## config.mk

```make
export PLATFORM = sky130hd
export DESIGN_NAME = fan_pwm_and_tach_rpm_monitor
export DESIGN_NICKNAME = d
export VERILOG_FILES = /design/src/rtl/fanmon_pkg.sv /design/src/rtl/fanmon_regs.sv /design/src/rtl/fanmon_ctrl.sv /design/src/rtl/fanmon_dp.sv /design/src/rtl/fan_pwm_and_tach_rpm_monitor.sv
export SDC_FILE = /design/constraint.sdc
export NUM_CORES = 1
export LEC_CHECK = 0
export BUFFER_PORTS_ARGS = -buffer_cell sky130_fd_sc_hd__buf_2
export CORE_ASPECT_RATIO = 0.6
export CORE_UTILIZATION = 55
export DETAILED_ROUTE_END_ITERATION = 6
export PLACE_DENSITY_LB_ADDON = 0.05
export SYNTH_ARGS = -nofsm -noshare
export SYNTH_HDL_FRONTEND = slang
export SYNTH_SLANG_ARGS = --single-unit
```

## constraint.sdc

```tcl
create_clock -name clk_i -period 6 [get_ports clk_i]
set_clock_uncertainty 0.1 [all_clocks]
set_input_delay 0.3 -clock clk_i [delete_from_list [all_inputs] [get_ports clk_i]]
set_output_delay 0.3 -clock clk_i [all_outputs]
set_load 0.05 [all_outputs]
```

## src/rtl/fanmon_pkg.sv

```systemverilog
// fanmon_pkg: shared types and constants of the fan pwm and tach rpm monitor
// no dependencies; imported by every module of the block

package fanmon_pkg;

  localparam int FAN_PORTS = 2;
  localparam int WIN_W     = 16;
  localparam int PWR_W     = 17;
  localparam int FS_W      = 16;
  localparam int PER_W     = 16;
  localparam int RPM_W     = 24;
  localparam int STEP_W    = $clog2(RPM_W);
  localparam int ADDR_W    = 4;
  localparam int DATA_W    = 32;

  localparam logic [PER_W-1:0] Q15_ONE = 16'h8000;

  // input item kinds
  localparam logic ACT_TICK  = 1'b0;
  localparam logic ACT_POWER = 1'b1;

  typedef enum logic [1:0] {
    REG_WINDOW_LENGTH  = 2'd0,
    REG_PWM_FULL_SCALE = 2'd1,
    REG_RPM_NUMERATOR  = 2'd2
  } reg_idx_e;

  typedef enum logic [2:0] {
    ST_IDLE,
    ST_DIV_INIT,
    ST_DIV_RUN,
    ST_DIV_SAVE,
    ST_LOAD
  } state_e;

  typedef struct packed {
    logic [WIN_W-1:0] window_length;
    logic [FS_W-1:0]  pwm_full_scale;
    logic [RPM_W-1:0] rpm_numerator;
  } cfg_t;

  typedef struct packed {
    logic accept;
    logic div_load;
    logic div_step;
    logic div_save;
    logic load_out;
  } cmd_t;

  typedef struct packed {
    logic window_close;
    logic div_last;
    logic last_fan;
  } sts_t;

endpackage

```

## src/rtl/fanmon_regs.sv

```systemverilog
// fanmon_regs: apb-style register file holding window length, pwm full scale
// and rpm numerator; depends on fanmon_pkg

module fanmon_regs (
  input  logic                         clk_i,
  input  logic                         rst_ni,
  input  logic                         psel,
  input  logic                         penable,
  input  logic                         pwrite,
  input  logic [fanmon_pkg::ADDR_W-1:0] paddr,
  input  logic [fanmon_pkg::DATA_W-1:0] pwdata,
  output logic [fanmon_pkg::DATA_W-1:0] prdata,
  output logic                         pready,
  output fanmon_pkg::cfg_t             cfg_o
);
  import fanmon_pkg::*;

  cfg_t     cfg_q, cfg_d;
  reg_idx_e idx;

  assign idx    = reg_idx_e'(paddr[3:2]);
  assign pready = 1'b1;
  assign cfg_o  = cfg_q;

  always_comb begin
    cfg_d = cfg_q;
    if (psel && penable && pwrite) begin
      unique case (idx)
        REG_WINDOW_LENGTH:  cfg_d.window_length  = pwdata[WIN_W-1:0];
        REG_PWM_FULL_SCALE: cfg_d.pwm_full_scale = pwdata[FS_W-1:0];
        REG_RPM_NUMERATOR:  cfg_d.rpm_numerator  = pwdata[RPM_W-1:0];
        default:            cfg_d = cfg_q;
      endcase
    end
  end

  always_comb begin
    unique case (idx)
      REG_WINDOW_LENGTH:  prdata = DATA_W'(cfg_q.window_length);
      REG_PWM_FULL_SCALE: prdata = DATA_W'(cfg_q.pwm_full_scale);
      REG_RPM_NUMERATOR:  prdata = DATA_W'(cfg_q.rpm_numerator);
      default:            prdata = '0;
    endcase
  end

  always_ff @(posedge clk_i or negedge rst_ni) begin
    if (!rst_ni) begin
      cfg_q.window_length  <= 16'd24999;
      cfg_q.pwm_full_scale <= 16'd2500;
      cfg_q.rpm_numerator  <= 24'd3000000;
    end else begin
      cfg_q <= cfg_d;
    end
  end

endmodule

```

## src/rtl/fanmon_ctrl.sv

```systemverilog
// fanmon_ctrl: sequencer of the fan monitor, steps the datapath through
// capture, per-fan rpm division and result load; depends on fanmon_pkg

module fanmon_ctrl (
  input  logic              clk_i,
  input  logic              rst_ni,
  input  logic              in_valid_i,
  output logic              in_stall_o,
  output logic              out_valid_o,
  input  logic              out_stall_i,
  input  fanmon_pkg::sts_t  sts_i,
  output fanmon_pkg::cmd_t  cmd_o
);
  import fanmon_pkg::*;

  state_e state_q, state_d;
  logic   out_valid_q, out_valid_d;
  logic   out_free;

  assign out_free    = !out_valid_q || !out_stall_i;
  assign in_stall_o  = (state_q != ST_IDLE);
  assign out_valid_o = out_valid_q;

  always_comb begin
    state_d = state_q;
    unique case (state_q)
      ST_IDLE: begin
        if (in_valid_i) begin
          state_d = sts_i.window_close ? ST_DIV_INIT : ST_LOAD;
        end
      end
      ST_DIV_INIT: state_d = ST_DIV_RUN;
      ST_DIV_RUN: begin
        if (sts_i.div_last) begin
          state_d = ST_DIV_SAVE;
        end
      end
      ST_DIV_SAVE: state_d = sts_i.last_fan ? ST_LOAD : ST_DIV_INIT;
      ST_LOAD: begin
        if (out_free) begin
          state_d = ST_IDLE;
        end
      end
      default: state_d = ST_IDLE;
    endcase
  end

  always_comb begin
    cmd_o = '0;
    unique case (state_q)
      ST_IDLE:     cmd_o.accept   = in_valid_i;
      ST_DIV_INIT: cmd_o.div_load = 1'b1;
      ST_DIV_RUN:  cmd_o.div_step = 1'b1;
      ST_DIV_SAVE: cmd_o.div_save = 1'b1;
      ST_LOAD:     cmd_o.load_out = out_free;
      default:     cmd_o = '0;
    endcase
  end

  always_comb begin
    out_valid_d = out_valid_q;
    if (cmd_o.load_out) begin
      out_valid_d = 1'b1;
    end else if (!out_stall_i) begin
      out_valid_d = 1'b0;
    end
  end

  always_ff @(posedge clk_i or negedge rst_ni) begin
    if (!rst_ni) begin
      state_q     <= ST_IDLE;
      out_valid_q <= 1'b0;
    end else begin
      state_q     <= state_d;
      out_valid_q <= out_valid_d;
    end
  end

endmodule

```

## src/rtl/fanmon_dp.sv

```systemverilog
// fanmon_dp: power clamp and compare scaling, tach capture lanes, window
// counter, shared restoring rpm divider and result registers; uses fanmon_pkg

module fanmon_dp #(
  parameter int CAPTURE_DEPTH = 3,
  parameter int FAN_COUNT     = 2
) (
  input  logic                                   clk_i,
  input  logic                                   rst_ni,
  input  fanmon_pkg::cfg_t                       cfg_i,
  input  fanmon_pkg::cmd_t                       cmd_i,
  output fanmon_pkg::sts_t                       sts_o,
  input  logic                                   action_i,
  input  logic signed [fanmon_pkg::PWR_W-1:0]    power_i,
  input  logic [fanmon_pkg::FAN_PORTS-1:0]       edge_i,
  output logic [fanmon_pkg::PER_W-1:0]           pwm_compare_o,
  output logic                                   fan_enable_o,
  output logic                                   window_done_o,
  output logic [fanmon_pkg::PER_W-1:0]           period_o [fanmon_pkg::FAN_PORTS],
  output logic [fanmon_pkg::RPM_W-1:0]           rpm_o [fanmon_pkg::FAN_PORTS]
);
  import fanmon_pkg::*;

  localparam int LANES  = (FAN_COUNT < FAN_PORTS) ? FAN_COUNT : FAN_PORTS;
  localparam int FIDX_W = (LANES > 1) ? $clog2(LANES) : 1;
  localparam int CIDX_W = $clog2(CAPTURE_DEPTH);
  localparam int CCNT_W = $clog2(CAPTURE_DEPTH + 1);

  logic                take_tick, take_power;
  logic [WIN_W-1:0]    win_cnt_q;
  logic [PER_W-1:0]    stored_power_q, compare_q, pwr_clamp;
  logic [31:0]         product;
  logic                done_pend_q;
  logic [FIDX_W-1:0]   fan_idx_q;
  logic [RPM_W-1:0]    quot_q;
  logic [PER_W:0]      rem_q, rem_sh, rem_sub;
  logic [STEP_W-1:0]   step_q;
  logic [PER_W-1:0]    per_sel;
  logic [PER_W-1:0]    per_w [LANES];
  logic [RPM_W-1:0]    rpm_w [LANES];
  logic [PER_W-1:0]    out_cmp_q;
  logic                out_en_q, out_done_q;

  assign take_tick  = cmd_i.accept && (action_i == ACT_TICK);
  assign take_power = cmd_i.accept && (action_i == ACT_POWER);

  assign sts_o.window_close = (action_i == ACT_TICK) && (win_cnt_q >= cfg_i.window_length);
  assign sts_o.div_last     = (step_q == STEP_W'(RPM_W - 1));
  assign sts_o.last_fan     = (fan_idx_q == FIDX_W'(LANES - 1));

  // negative power clamps to zero, above one clamps to one
  always_comb begin
    if (power_i[PWR_W-1]) begin
      pwr_clamp = '0;
    end else if (power_i[PER_W-1:0] > Q15_ONE) begin
      pwr_clamp = Q15_ONE;
    end else begin
      pwr_clamp = power_i[PER_W-1:0];
    end
  end

  assign product = 32'(pwr_clamp) * 32'(cfg_i.pwm_full_scale);

  always_ff @(posedge clk_i or negedge rst_ni) begin
    if (!rst_ni) begin
      stored_power_q <= '0;
      compare_q      <= '0;
      win_cnt_q      <= '0;
      done_pend_q    <= 1'b0;
      fan_idx_q      <= '0;
    end else begin
      if (take_power) begin
        stored_power_q <= pwr_clamp;
        compare_q      <= product[30:15];
      end
      if (take_tick) begin
        win_cnt_q <= sts_o.window_close ? '0 : win_cnt_q + 1'b1;
      end
      if (cmd_i.accept) begin
        done_pend_q <= take_tick && sts_o.window_close;
        fan_idx_q   <= '0;
      end else if (cmd_i.div_save) begin
        fan_idx_q <= sts_o.last_fan ? '0 : fan_idx_q + 1'b1;
      end
    end
  end

  // tach capture lanes
  for (genvar f = 0; f < LANES; f++) begin : g_lane
    logic [WIN_W-1:0]  caps_q [CAPTURE_DEPTH];
    logic [WIN_W-1:0]  caps_d [CAPTURE_DEPTH];
    logic [CCNT_W-1:0] cnt_q, cnt_d;
    logic [PER_W-1:0]  per_q, per_d;
    logic [RPM_W-1:0]  rpm_q;

    always_comb begin
      caps_d = caps_q;
      cnt_d  = cnt_q;
      per_d  = per_q;
      if (take_tick) begin
        if (edge_i[f] && (cnt_q < CCNT_W'(CAPTURE_DEPTH))) begin
          caps_d[cnt_q[CIDX_W-1:0]] = win_cnt_q;
          cnt_d = cnt_q + 1'b1;
        end
        // period from the last two capture slots, taken after this tick's edge
        if (sts_o.window_close) begin
          per_d = (caps_d[CAPTURE_DEPTH-1] > caps_d[CAPTURE_DEPTH-2]) ?
                  (caps_d[CAPTURE_DEPTH-1] - caps_d[CAPTURE_DEPTH-2]) : '0;
          cnt_d = '0;
          caps_d[CAPTURE_DEPTH-1] = '0;
        end
      end
    end

    always_ff @(posedge clk_i or negedge rst_ni) begin
      if (!rst_ni) begin
        for (int i = 0; i < CAPTURE_DEPTH; i++) begin
          caps_q[i] <= '0;
        end
        cnt_q <= '0;
        per_q <= '0;
        rpm_q <= '0;
      end else begin
        caps_q <= caps_d;
        cnt_q  <= cnt_d;
        per_q  <= per_d;
        if (cmd_i.div_save && (fan_idx_q == FIDX_W'(f))) begin
          rpm_q <= (per_q == '0) ? '0 : quot_q;
        end
      end
    end

    assign per_w[f] = per_q;
    assign rpm_w[f] = rpm_q;
  end

  // restoring divider, one quotient bit per cycle
  assign per_sel = per_w[fan_idx_q];
  assign rem_sh  = {rem_q[PER_W-1:0], quot_q[RPM_W-1]};
  assign rem_sub = rem_sh - {1'b0, per_sel};

  always_ff @(posedge clk_i) begin
    if (cmd_i.div_load) begin
      quot_q <= cfg_i.rpm_numerator;
      rem_q  <= '0;
      step_q <= '0;
    end else if (cmd_i.div_step) begin
      if (rem_sh >= {1'b0, per_sel}) begin
        rem_q  <= rem_sub;
        quot_q <= {quot_q[RPM_W-2:0], 1'b1};
      end else begin
        rem_q  <= rem_sh;
        quot_q <= {quot_q[RPM_W-2:0], 1'b0};
      end
      step_q <= step_q + 1'b1;
    end
  end

  // result registers
  always_ff @(posedge clk_i) begin
    if (cmd_i.load_out) begin
      out_cmp_q  <= compare_q;
      out_en_q   <= (stored_power_q != '0);
      out_done_q <= done_pend_q;
    end
  end

  assign pwm_compare_o = out_cmp_q;
  assign fan_enable_o  = out_en_q;
  assign window_done_o = out_done_q;

  for (genvar f = 0; f < FAN_PORTS; f++) begin : g_port
    if (f < LANES) begin : g_used
      logic [PER_W-1:0] out_per_q;
      logic [RPM_W-1:0] out_rpm_q;
      always_ff @(posedge clk_i) begin
        if (cmd_i.load_out) begin
          out_per_q <= per_w[f];
          out_rpm_q <= rpm_w[f];
        end
      end
      assign period_o[f] = out_per_q;
      assign rpm_o[f]    = out_rpm_q;
    end else begin : g_absent
      assign period_o[f] = '0;
      assign rpm_o[f]    = '0;
    end
  end

endmodule

```

## src/rtl/fan_pwm_and_tach_rpm_monitor.sv

```systemverilog
// Fan controller with pwm power setting and tachometer rpm monitor. A power
// request or a tick request that does not end a window goes from the idle
// state through the load state into the output registers. A tick that ends
// the measurement window runs one shared restoring divider over the fans in
// turn, each with a load, 24 quotient bit steps and a store, and then goes
// through the load state too. One request is in flight at a time; the next
// is taken as soon as the previous result sits in the output register, even
// while that result is still stalled. Registers are written over the apb
// port at byte addresses 0, 4 and 8 by the user only while the block is
// idle; the block itself does not enforce this.
// Depends on fanmon_pkg, fanmon_regs, fanmon_ctrl and fanmon_dp.

module fan_pwm_and_tach_rpm_monitor #(
  parameter int CAPTURE_DEPTH = 3,
  parameter int FAN_COUNT     = 2
) (
  input  logic                                clk_i,
  input  logic                                rst_ni,
  input  logic                                psel,
  input  logic                                penable,
  input  logic                                pwrite,
  input  logic [fanmon_pkg::ADDR_W-1:0]       paddr,
  input  logic [fanmon_pkg::DATA_W-1:0]       pwdata,
  output logic [fanmon_pkg::DATA_W-1:0]       prdata,
  output logic                                pready,
  input  logic                                in_valid_i,
  output logic                                in_stall_o,
  input  logic                                action_i,
  input  logic signed [fanmon_pkg::PWR_W-1:0] power_i,
  input  logic                                edge_one_i,
  input  logic                                edge_two_i,
  output logic                                out_valid_o,
  input  logic                                out_stall_i,
  output logic [fanmon_pkg::PER_W-1:0]        pwm_compare_o,
  output logic                                fan_enable_o,
  output logic                                window_done_o,
  output logic [fanmon_pkg::PER_W-1:0]        period_one_o,
  output logic [fanmon_pkg::PER_W-1:0]        period_two_o,
  output logic [fanmon_pkg::RPM_W-1:0]        rpm_one_o,
  output logic [fanmon_pkg::RPM_W-1:0]        rpm_two_o
);
  import fanmon_pkg::*;

  cfg_t                 cfg;
  cmd_t                 cmd;
  sts_t                 sts;
  logic [PER_W-1:0]     period [FAN_PORTS];
  logic [RPM_W-1:0]     rpm [FAN_PORTS];

  fanmon_regs u_regs (
    .clk_i   (clk_i),
    .rst_ni  (rst_ni),
    .psel    (psel),
    .penable (penable),
    .pwrite  (pwrite),
    .paddr   (paddr),
    .pwdata  (pwdata),
    .prdata  (prdata),
    .pready  (pready),
    .cfg_o   (cfg)
  );

  fanmon_ctrl u_ctrl (
    .clk_i       (clk_i),
    .rst_ni      (rst_ni),
    .in_valid_i  (in_valid_i),
    .in_stall_o  (in_stall_o),
    .out_valid_o (out_valid_o),
    .out_stall_i (out_stall_i),
    .sts_i       (sts),
    .cmd_o       (cmd)
  );

  fanmon_dp #(
    .CAPTURE_DEPTH (CAPTURE_DEPTH),
    .FAN_COUNT     (FAN_COUNT)
  ) u_dp (
    .clk_i         (clk_i),
    .rst_ni        (rst_ni),
    .cfg_i         (cfg),
    .cmd_i         (cmd),
    .sts_o         (sts),
    .action_i      (action_i),
    .power_i       (power_i),
    .edge_i        ({edge_two_i, edge_one_i}),
    .pwm_compare_o (pwm_compare_o),
    .fan_enable_o  (fan_enable_o),
    .window_done_o (window_done_o),
    .period_o      (period),
    .rpm_o         (rpm)
  );

  assign period_one_o = period[0];
  assign period_two_o = period[1];
  assign rpm_one_o    = rpm[0];
  assign rpm_two_o    = rpm[1];

endmodule

```

# == After elaboration in Yosys (flattened, before gate mapping) ==
# Cells that the tools add are included.
# totals
mem_bits_rw,0
out_inout_bits,133
input_bits,63
latchBits,0
register_bits,433
memories,0
mem_bits_ro,0
# op_classes
n_eq_ne,13
n_div,0
n_reduce_logical,34
mux,47
n_mul,1
bitwise_logic,5
n_shift,0
order_cmp,12
add_sub_neg,8
# ops
operator,n
16-bit two-way mux,13
48-bit two-way mux,4
48-bit bitwise mux,2
24-bit two-way mux,4
24-bit one-hot mux with 3 select lines,1
16-bit demux with 2-bit select,2
16-bit subtractor,3
16-bit > comparator,2
16-bit zero test,2
16-bit by 16-bit multiplier with 31-bit output,1
17-bit by 16-bit greater-or-equal comparator with 1-bit output,1
"16-bit by 1-bit adder with 16-bit output, second input constant",1
16-bit greater-or-equal comparator,1
"16-bit > comparator, second input constant",1
2-bit AND reduction,8
16-bit nonzero test,1
3-bit two-way mux,5
3-bit one-hot mux with 5 select lines,1
1-bit logical AND,12
1-bit two-way mux,11
2-bit two-way mux,4
"2-bit inequality test, second input constant",4
2-bit nonzero test,4
"3-bit by 2-bit == test with 1-bit output, second input constant",2
other kinds (22),30

# == Logic depth before layout (Yosys ltp) ==
# Gate-level depths: netlist of the first run.
# depth
ltp_word,10
depth_mapped,28
ltp_nobuf,26

# == Modules after synthesis ==
# Synthesis of the first run repeated with hierarchy kept, for this count alone.
# unflattened
hier_cells,2483
area_unflattened_um2,26810.7
# by_module_without_submodules
mod,cells_each,seq_area_each_um2,area_each_um2,n_inst
fanmon_dp,2263,9038.7,23915.4,1
fanmon_regs,195,1430.1,2653.8,1
fanmon_ctrl,25,100.1,241.5,1

# == Least setup slack after synthesis of the first run ==
# OpenSTA, ideal clock, no wires.
# synth_timing
path_type,in2reg
startpoint,input port power_i[1] (netlist name)
endpoint,register u_dp.compare_q[14]
n_path_buf,2
setup_ps,131
arrival_time_ps,6447
slack_ps,-678
cell_stages,26
cell_sequence,nor4_1 -> nand4_1 -> a21oi_1 -> clkbuf_1 -> and2_1 -> clkbuf_1 -> nand2_1 -> fa_1 -> fa_1 -> inv_1 -> fa_1 -> fa_1 -> fa_1 -> inv_1 -> fa_1 -> inv_1 -> ha_1 -> o21ai_0 -> nand2b_1 -> a311oi_1 -> nor2_1 -> o31ai_2 -> o31ai_1 -> a21oi_1 -> xor2_1 -> o21ai_1
# synth_between
elab_chain_len,4
# synth_rtl
item,line,text
from (decl),fan_pwm_and_tach_rpm_monitor.sv:29,"input logic signed [fanmon_pkg::PWR_W-1:0] power_i,"
16-bit > comparator,fanmon_dp.sv:55,end else if (power_i[PER_W-1:0] > Q15_ONE) begin
16-bit two-way mux *,fanmon_dp.sv:55,
16-bit two-way mux *,fanmon_dp.sv:53,if (power_i[PWR_W-1]) begin
16-bit by 16-bit multiplier with 31-bit output *,fanmon_dp.sv:62,assign product = 32'(pwr_clamp) * 32'(cfg_i.pwm_full_scale);
to (signal assigned),fanmon_dp.sv:74,compare_q <= product[30:15];
to (decl),fanmon_dp.sv:31,"logic [PER_W-1:0] stored_power_q, compare_q, pwr_clamp;"
# Mark *: on every way between the ends. The rest lies on a longest branch, timed or not.
# A chain may end at the register's enable or synchronous reset.

# == Worst setup path after layout of the first run ==
# layout_timing
startpoint,input port power_i[8] (netlist name)
endpoint,register u_dp.compare_q[12]
# The elaborated chain is that of the path after synthesis.

==> metrics.md, run 1 <==
| Metric | Value |
|---|---|
| Global-route wire length before repair | 117 mm |
| Final critical-path share of the clock period | 1.07 |
| Worst reg2reg path startpoint | u_regs.cfg_o[26] |
| Total Neg Setup Slack | -4.18 ns |
| Clock-pin slew on the worst setup and hold paths | 0.06 ns |
| Status | finished, violations left |
| Setup slack of the most critical reg-to-reg path | -0.19 ns |
| Core Footprint | 48,000 µm² |
| Headroom to the max-slew limit | 0.223 |
| Final Setup Violations | 16 |
| Least setup slack across all paths after layout | -0.401 ns |
| Hold/Removal Path Class | in2reg |
| Data required time of the worst path | 6.32 ns |
| Vias per std cell | 5.72 |
| Final layout net count | 3,329 |
| DRC marker count from the first detailed-route iteration | 1,625 |
| Share of flip-flops with an asynchronous set or reset | 0.643 |
| Failing checks | setup timing |
| Fraction of final layout cells with drive strength greater than 1 | 0.233 |
| Antenna-violating nets left | 0 |
| Beginning of the critical path | power_i[8] |
| Fill cell count | 3,831 |
| Max-slew violation count | 0 |
| Clock Path Buffers | 3 |
| Minimum clock period after layout | 6.40 ns |
| # H-tree levels | 2 |
| VDD IR-drop max | 0.385 mV |
| Synthesis-to-layout area growth | 18.9% |
| Num CTS Buffers | 39 |
| Largest net degree at the start of global routing | 181 |
| Share of synthesized area occupied by flip-flops and latches | 0.393 |
| Effective utilization at floorplan | 0.560 |
| Number of synthesized register bits | 401 |
| Height of the die | 173 µm |
| Final weighted congestion in routability-driven placement | 0.920 |
| Overall overflow remaining after global route | 0 |
| Per-cell routed wire length | 20.8 µm |
| Post-placement cell count | 3,446 |
| Setup repair after global routing missed its margin | yes |
| Root buffer cell | sky130_fd_sc_hd__clkbuf_16 |
| Remaining DRCs | 0 |
| Syn avg cell area | 10.3 µm² |
| Kind of capture point of the worst setup path | flip-flop |
| Largest stage delay on the critical path | 0.56 ns |
| Placement row count | 62 |
| Die X-Extent | 287 µm |
| Worst flop-to-flop path endpoint | u_dp.compare_q[6] |
| Element type at the critical path start | primary input |
| CP Class | in2reg |
| I/O pin count | 196 |
| # clock sinks | 401 |
| Power Total | 10.8 mW |
| Maximum clock rate | 0.156 GHz |
| Number of max-cap violations | 0 |
| Number of antenna violations at the first check in global routing | 3 |
| Area of the die | 49,800 µm² |
| Synth Flop Type | sky130_fd_sc_hd__dfrtp_1 |
| Library cells used by synthesis | 74 |
| Commonest non-fill, non-tap cells in the layout | sky130_fd_sc_hd__nand2_1 (372), sky130_fd_sc_hd__inv_1 (262), sky130_fd_sc_hd__dfrtp_1 (235) |
| Total global-route track usage | 0.303 |
| Leakage power total | 15.7 nW |
| Filler-free cell count of the finished design | 3,574 |
| Worst path most repeated cell | sky130_fd_sc_hd__fa_1 |
| Total iterations of the first detailed-routing run | 5 |
| Crit path arrival time | 6.72 ns |
| Worst setup endpoint | u_dp.compare_q[12] |
| Power density normalized to cell area | 338 nW/µm² |
| Post-synthesis instance area | 26,900 µm² |
| Buffers and inverters on the worst path | 7 |
| Detailed placement HPWL | 55.6 mm |
| TritonCTS clock tree | built |
| Number of endpoints with negative hold slack in the final report | 0 |
| Top delay family on crit path | adder cells |
| Actual transition at the worst max-transition pin | 1.16 ns |
| Most common cell after layout, fill and taps aside | sky130_fd_sc_hd__nand2_1 |
| Detailed Route WL | 74.2 mm |
| Post-synthesis instance total | 2,599 |
| Worst-Skew Late Latency | 0.56 ns |
| Logic depth of the worst setup path including buffers | 28 |
| Number of flops mapped to enable cells by yosys | 122 |
| Slowest-stage cell, CP | sky130_fd_sc_hd__fa_1 |
| CP Max Fanout | 4 |
| Vias in the first global route | 20,100 |
| Number of synthesis warnings | 0 |
| Input/output buffers | 176 |
| Cell depth of the worst flop-to-flop path | 23 |
| Total number of vias | 20,400 |
==> registers in the layout (all words and copies together), names as in the netlist, 24 cells and up <==
signal and count:
u_dp.g_lane.caps_q 64, u_dp.g_lane.per_q 32, u_dp.g_lane.rpm_q 48, u_dp.g_port.g_used.out_per_q 32
u_dp.g_port.g_used.out_rpm_q 48, u_dp.quot_q 24, u_regs.cfg_o 56
==> layer usage <==
layer / up-vias / global-route usage / wire length [µm] / share of wire
li1: 9391 / - / - / -
met1: 10300 / 0.486 / 35700 / 0.48
met2: 715 / 0.418 / 30700 / 0.41
met3: 70 / 0.0726 / 6730 / 0.091
met4: 2 / 0.0527 / 1130 / 0.015
met5: - / 0 / 13 / 0.00018
==> logic make-up after synthesis <==
logic type / after synthesis / synth area share
adder cells (fa/ha/maj): 364 / 0.224
AO/OA/AOI/OAI: 431 / 0.105
AND/OR/NAND/NOR: 768 / 0.135
XOR/XNOR: 69 / 0.0225
other: 2 / 0.000279
flip-flops: 401 / 0.393
buffers and inverters: 418 / 0.0613
multiplexers: 146 / 0.0582
==> worst min-delay path, delay by kind of cell <==
| kind | cells | cell delay, ns |
|---|---|---|
| AND/OR/NAND/NOR | 1 | 0.10 |
| AO/OA/AOI/OAI | 2 | 0.20 |
| buffers and inverters | 1 | 0.09 |
==> worst min-delay path by stage <==
stage                from                      end  slack (ns)  depth (start not counted)
6_report       edge_one_i  u_dp.g_lane[0].cnt_q[0]        0.11                          4
5_1_grt        edge_one_i  u_dp.g_lane[0].cnt_q[0]        0.16                          4
3_3_place_gp       rst_ni        u_dp.compare_q[1]        0.23                          1
2_1_floorplan      rst_ni       u_ctrl.out_valid_o        -0.1                          0
4_1_cts        edge_one_i  u_dp.g_lane[0].cnt_q[0]        0.09                          4
3_5_place_dp       rst_ni        u_dp.compare_q[1]        0.23                          1
==> what timing repair did <==
action	in CTS	in global routing
setup buffers	13	16
resized for setup	73	53
endpoints found under the hold margin	135	0
setup endpoints to repair	16	16
hold buffers	26	0
pin swaps	44	44
gates cloned	3	0
==> Yosys cell counts (all sizes together) (5+ instances only) <==
| master | n | area, µm² |
|---|---|---|
| nor3b | 6 | 55.1 |
| dfrtp | 235 | 5880 |
| mux2i | 63 | 631 |
| nand4 | 20 | 125 |
| nor2b | 17 | 106 |
| o21ai | 175 | 895 |
| buf | 27 | 180 |
| a21o | 34 | 255 |
| a31oi | 5 | 31.3 |
| o21bai | 6 | 45.0 |
| a221oi | 5 | 56.3 |
| dfxtp | 21 | 420 |
| or3 | 7 | 53.8 |
| dfstp | 23 | 604 |
| nand2 | 389 | 1460 |
| o41ai | 8 | 92.6 |
| edfxtp | 122 | 3660 |
| nand3 | 46 | 230 |
| clkbuf | 114 | 428 |
| inv | 277 | 1040 |
| nand2b | 19 | 119 |
| fa | 195 | 3900 |
| a22o | 66 | 578 |
| a211oi | 12 | 100 |
| o31ai | 18 | 140 |
| ha | 169 | 2110 |
| and3 | 96 | 601 |
| o21a | 7 | 52.6 |
| nor4 | 16 | 100 |
| and2 | 54 | 338 |
| nor2 | 68 | 255 |
| xnor2 | 38 | 333 |
| mux2 | 83 | 935 |
| xor2 | 31 | 272 |
| nor3 | 17 | 90.1 |
| a21oi | 66 | 338 |
==> stage by stage <==
stage,worst slack (ns),instance area (µm²),util,hold WS [ns]
global placement,-0.949,29700,0.618,0.226
CTS,-0.342,31600,0.659,0.0907
floorplan,-0.275,27300,-,-0.0956
global route,-0.644,32000,0.666,0.163
detailed placement,-1.04,29700,0.618,0.232
finish,-0.401,32000,0.666,0.109
==> cell type report <==
type / count / area [µm²] / share of cell area
Antenna cell: 1 / 2.50 / 0.0000783
Clock buffer: 51 / 1080 / 0.0339
Clock inverter: 21 / 184 / 0.00575
Inverter: 277 / 1040 / 0.0325
Multi-Input combinational cell: 1788 / 15400 / 0.481
Sequential cell: 401 / 10600 / 0.331
Tap cell: 640 / 801 / 0.0250
Timing Repair Buffer: 395 / 2910 / 0.0911
==> report_power, final <==
group,internal (mW),switching [mW],total (mW)
sequential,3.19,0.307,3.49
clock,1.37,1.10,2.47
combinational,1.96,2.89,4.85
total,6.52,4.29,10.8
(Power assumes the default switching activity.)
==> inputs of run 2 (changes only) <==
--- a/config.mk
+++ b/config.mk
@@ -12,4 +12,5 @@
 export PLACE_DENSITY_LB_ADDON = 0.05
 export SYNTH_ARGS = -nofsm -noshare
 export SYNTH_HDL_FRONTEND = slang
+export SYNTH_HIERARCHICAL = 1
 export SYNTH_SLANG_ARGS = --single-unit
==> run 2 against run 1 <==
  * The flow still finishes with violations (setup timing)
  * Global-route usage decreased by 0.70 points
  * Routed wire length shrank 3.3%
  * Critical path depth rose by 1
  * Final area shrank 1.8%
  * Total power grew 8.2%
  * First-iteration DRC count down 3.1%
  * Critical path type unchanged
  * Critical endpoint is now u_dp/compare_q[5]
  * Highest routed layer is now met4
==> metrics.md, run 2 <==
| Metric | Value |
|---|---|
| Synth Flop Type | sky130_fd_sc_hd__dfrtp_1 |
| Number of flops mapped to enable cells by yosys | 122 (unchanged) |
| Final layout net count | 3,190 (-4.2%) |
| Post-synthesis cell type with the largest combined area | sky130_fd_sc_hd__dfrtp_1 |
| Share of synthesized area occupied by flip-flops and latches | 0.394 (+0.00103) |
| # H-tree levels | 2 (unchanged) |
| VDD IR-drop max | 0.441 mV (+14%) |
| Total number of vias | 19,800 (-3.0%) |
| Power density normalized to cell area | 372 nW/µm² (+10%) |
| CP Max Fanout | 5 (+1) |
| Clock-pin slew on the worst setup and hold paths | 0.06 ns (about the same) |
| Setup WS pre-CTS | -1.16 ns (-0.121 ns) |
| Root buffer cell | sky130_fd_sc_hd__clkbuf_16 |
| Actual transition at the worst max-transition pin | 1.22 ns (+0.0510 ns) |
| Final Core Density | 0.655 (-0.0107) |
| Crit path arrival time | 6.90 ns (+0.18 ns) |
| Vias in the first global route | 20,100 (+0.14%) |
| Post-synthesis instance total | 2,483 (-4.5%) |
| Per-cell routed wire length | 20.9 µm (+0.55%) |
| Worst-Skew Late Latency | 0.57 ns (about the same) |
| CP Class | in2reg |
| Total iterations of the first detailed-routing run | 5 (unchanged) |
| Detailed placement HPWL | 53.5 mm (-3.7%) |
| Share of flip-flops with an asynchronous set or reset | 0.643 (unchanged) |
| Num CTS Buffers | 41 (+5.1%) |
| Design area | 31,400 µm² (-1.8%) |
| Clock Path Buffers | 3 (unchanged) |
| Leakage power total | 15.4 nW (-1.7%) |
| Worst path most repeated cell | sky130_fd_sc_hd__fa_1 |
| Total Neg Setup Slack | -5.90 ns (-1.72 ns) |
| Antenna-violating nets left | 0 (unchanged) |
| Fraction of final layout cells with drive strength greater than 1 | 0.230 (-0.00291) |
| Most numerous cell in the Yosys netlist | sky130_fd_sc_hd__nand2_1 |
| TritonCTS clock tree | built |
| Element type at the critical path start | primary input |
| Effective utilization at floorplan | 0.559 (about the same) |
| Number of endpoints with negative hold slack in the final report | 0 (unchanged) |
| Headroom to the max-slew limit | 0.186 (-0.0368) |
| Global-route wire length before repair | 115 mm (-1.8%) |
| Remaining DRCs | 0 (unchanged) |
| Area after DPL | 29,200 µm² (-1.5%) |
| Maximum clock rate | 0.152 GHz (-2.6%) |
| Number of flip-flops in the largest register | 64 (unchanged) |
| Placement row count | 62 (unchanged) |
| Synthesis-to-layout area growth | 17.1% |
| Max-slew violation count | 0 (unchanged) |
| Total global-route track usage | 0.296 (-0.00699) |
| Most common cell after layout, fill and taps aside | sky130_fd_sc_hd__nand2_1 |
| Share of the synthesized area in the top cell type | 0.219 (+0.000572) |
| Least setup slack across all paths after layout | -0.575 ns (-0.174 ns) |
| Detailed Route WL | 71.7 mm (-3.3%) |
| Setup repair after global routing missed its margin | yes |
| Core Footprint | 47,900 µm² (-0.16%) |
| Height of the die | 173 µm (-0.13%) |
| Kind of capture point of the worst setup path | flip-flop |
| DRC marker count from the first detailed-route iteration | 1,575 (-3.1%) |
| Failing checks | setup timing |
| Final Setup Violations | 15 (-1) |
| Commonest non-fill, non-tap cells in the layout | sky130_fd_sc_hd__nand2_1 (325), sky130_fd_sc_hd__inv_1 (261), sky130_fd_sc_hd__dfrtp_1 (235) |
| Input/output buffers | 176 (unchanged) |
| Slowest-stage cell, CP | sky130_fd_sc_hd__fa_1 |
| Syn avg cell area | 10.8 µm² (+4.4%) |
| Post-synthesis instance area | 26,800 µm² (-0.26%) |
| List of most frequent post-synthesis cells | sky130_fd_sc_hd__nand2_1 (337), sky130_fd_sc_hd__inv_1 (267), sky130_fd_sc_hd__dfrtp_1 (235), sky130_fd_sc_hd__fa_1 (195), sky130_fd_sc_hd__ha_1 (169) |
| Number of antenna violations at the first check in global routing | 0 (-3) |
| Library cells used by synthesis | 84 (+14%) |
| Most area-consuming cells after synthesis | sky130_fd_sc_hd__dfrtp_1 (22%), sky130_fd_sc_hd__fa_1 (15%), sky130_fd_sc_hd__edfxtp_1 (14%), sky130_fd_sc_hd__ha_1 (7.9%), sky130_fd_sc_hd__mux2_2 (4.9%) |
| Data required time of the worst path | 6.32 ns (about the same) |
| Area of the die | 49,700 µm² (-0.26%) |
| Number of synthesis warnings | 6 (+6) |
| Largest net degree at the start of global routing | 155 (-14%) |
| Number of max-cap violations | 0 (unchanged) |
| Overall overflow remaining after global route | 0 (unchanged) |
| Vias per std cell | 5.77 (+0.83%) |
| # clock sinks | 401 (unchanged) |
| Biggest register | u_dp/g_lane.caps_q |
| Final weighted congestion in routability-driven placement | 0.947 (+3.0%) |
| Minimum clock period after layout | 6.58 ns (+0.174 ns) |
| I/O pin count | 196 (unchanged) |
| Hold/Removal Path Class | in2reg |
| Status | finished, violations left |
| Die X-Extent | 287 µm (-0.13%) |
| Final critical-path share of the clock period | 1.10 (+0.0290) |
| Largest stage delay on the critical path | 0.55 ns (about the same) |
| Number of synthesized register bits | 401 (unchanged) |
| Power Total | 11.7 mW (+8.2%) |
## run 2: power breakdown
part / internal [mW] / total, mW / leakage (nW) / switching [mW]
Clock: 1.54 / 2.68 / 0.695 / 1.15
Sequential: 3.31 / 3.70 / 4.76 / 0.384
Combinational: 2.10 / 5.32 / 9.92 / 3.21
Total: 6.95 / 11.7 / 15.4 / 4.74
## run 2: final timing paths
check | from | end | slack (ns) | cells after the start
worst min register to register | u_dp/compare_q[4] | u_dp/pwm_compare_o[4] | 0.35 | 0
worst min-delay path | edge_one_i | u_dp/g_lane[0].cnt_q[0] | 0.11 | 4
min in group asynchronous | rst_ni | u_dp/compare_q[14] | 0.26 | 2
max in group asynchronous | rst_ni | u_dp/g_lane[1].rpm_q[10] | 4.12 | 3
worst max-delay path | power_i[1] | u_dp/compare_q[5] | -0.58 | 29
worst max register to register | u_regs/cfg_o[28] | u_dp/compare_q[5] | -0.37 | 26
## run 2: area by class of cell
| cell class | count | area [µm²] |
|---|---|---|
| Fill cell | 3742 | 16500 |
| Multi-Input combinational cell | 1692 | 15100 |
| Sequential cell | 401 | 10600 |
| Timing Repair Buffer | 360 | 2550 |
| Clock buffer | 55 | 1180 |
| Inverter | 267 | 1000 |
| Tap cell | 640 | 801 |
| Clock inverter | 21 | 234 |
| Antenna cell | 1 | 2.50 |
## run 2: per-stage QoR
stage	hold slack, ns	instances
2_1_floorplan	-0.0956	2490
3_3_place_gp	0.300	3314
3_5_place_dp	0.313	3314
4_1_cts	0.0815	3431
5_1_grt	0.103	3436
6_report	0.106	3437
## run 2: timing repair
item / in CTS / in global routing
resized for setup: 27 / 26
hold buffers: 28 / 0
hold endpoints to repair: 155 / 0
pin swaps: 32 / 16
buffers inserted: 10 / 5
endpoints found under the setup margin: 15 / 16
gates cloned: 3 / 0
## run 2: cell families after synthesis
kind of cell	after synthesis	synth area share
xor gates and xnor gates	59	0.0193
AOI/OAI and AO/OA	358	0.0917
other	2	0.000280
adders and majority gates	364	0.224
muxes	205	0.0838
DFF	401	0.394
buffers and inverters	397	0.0592
and+or+nand+nor	697	0.127
## run 2: metal layers
| layer | global-route usage | vias up | share of wire |
|---|---|---|---|
| li1 | - | 9006 | - |
| met1 | 0.469 | 10000 | 0.48 |
| met2 | 0.411 | 702 | 0.41 |
| met3 | 0.0652 | 95 | 0.080 |
| met4 | 0.0678 | 0 | 0.021 |
| met5 | 0 | - | 0 |
## run 2: critical path, delay by kind of cell
kind | cells | cell delay, ns
AO/OA/AOI/OAI | 6 | 1.21
XOR/XNOR | 1 | 0.16
adder cells (fa/ha/maj) | 7 | 3.14
buffers and inverters | 10 | 1.10
AND/OR/NAND/NOR | 5 | 0.98
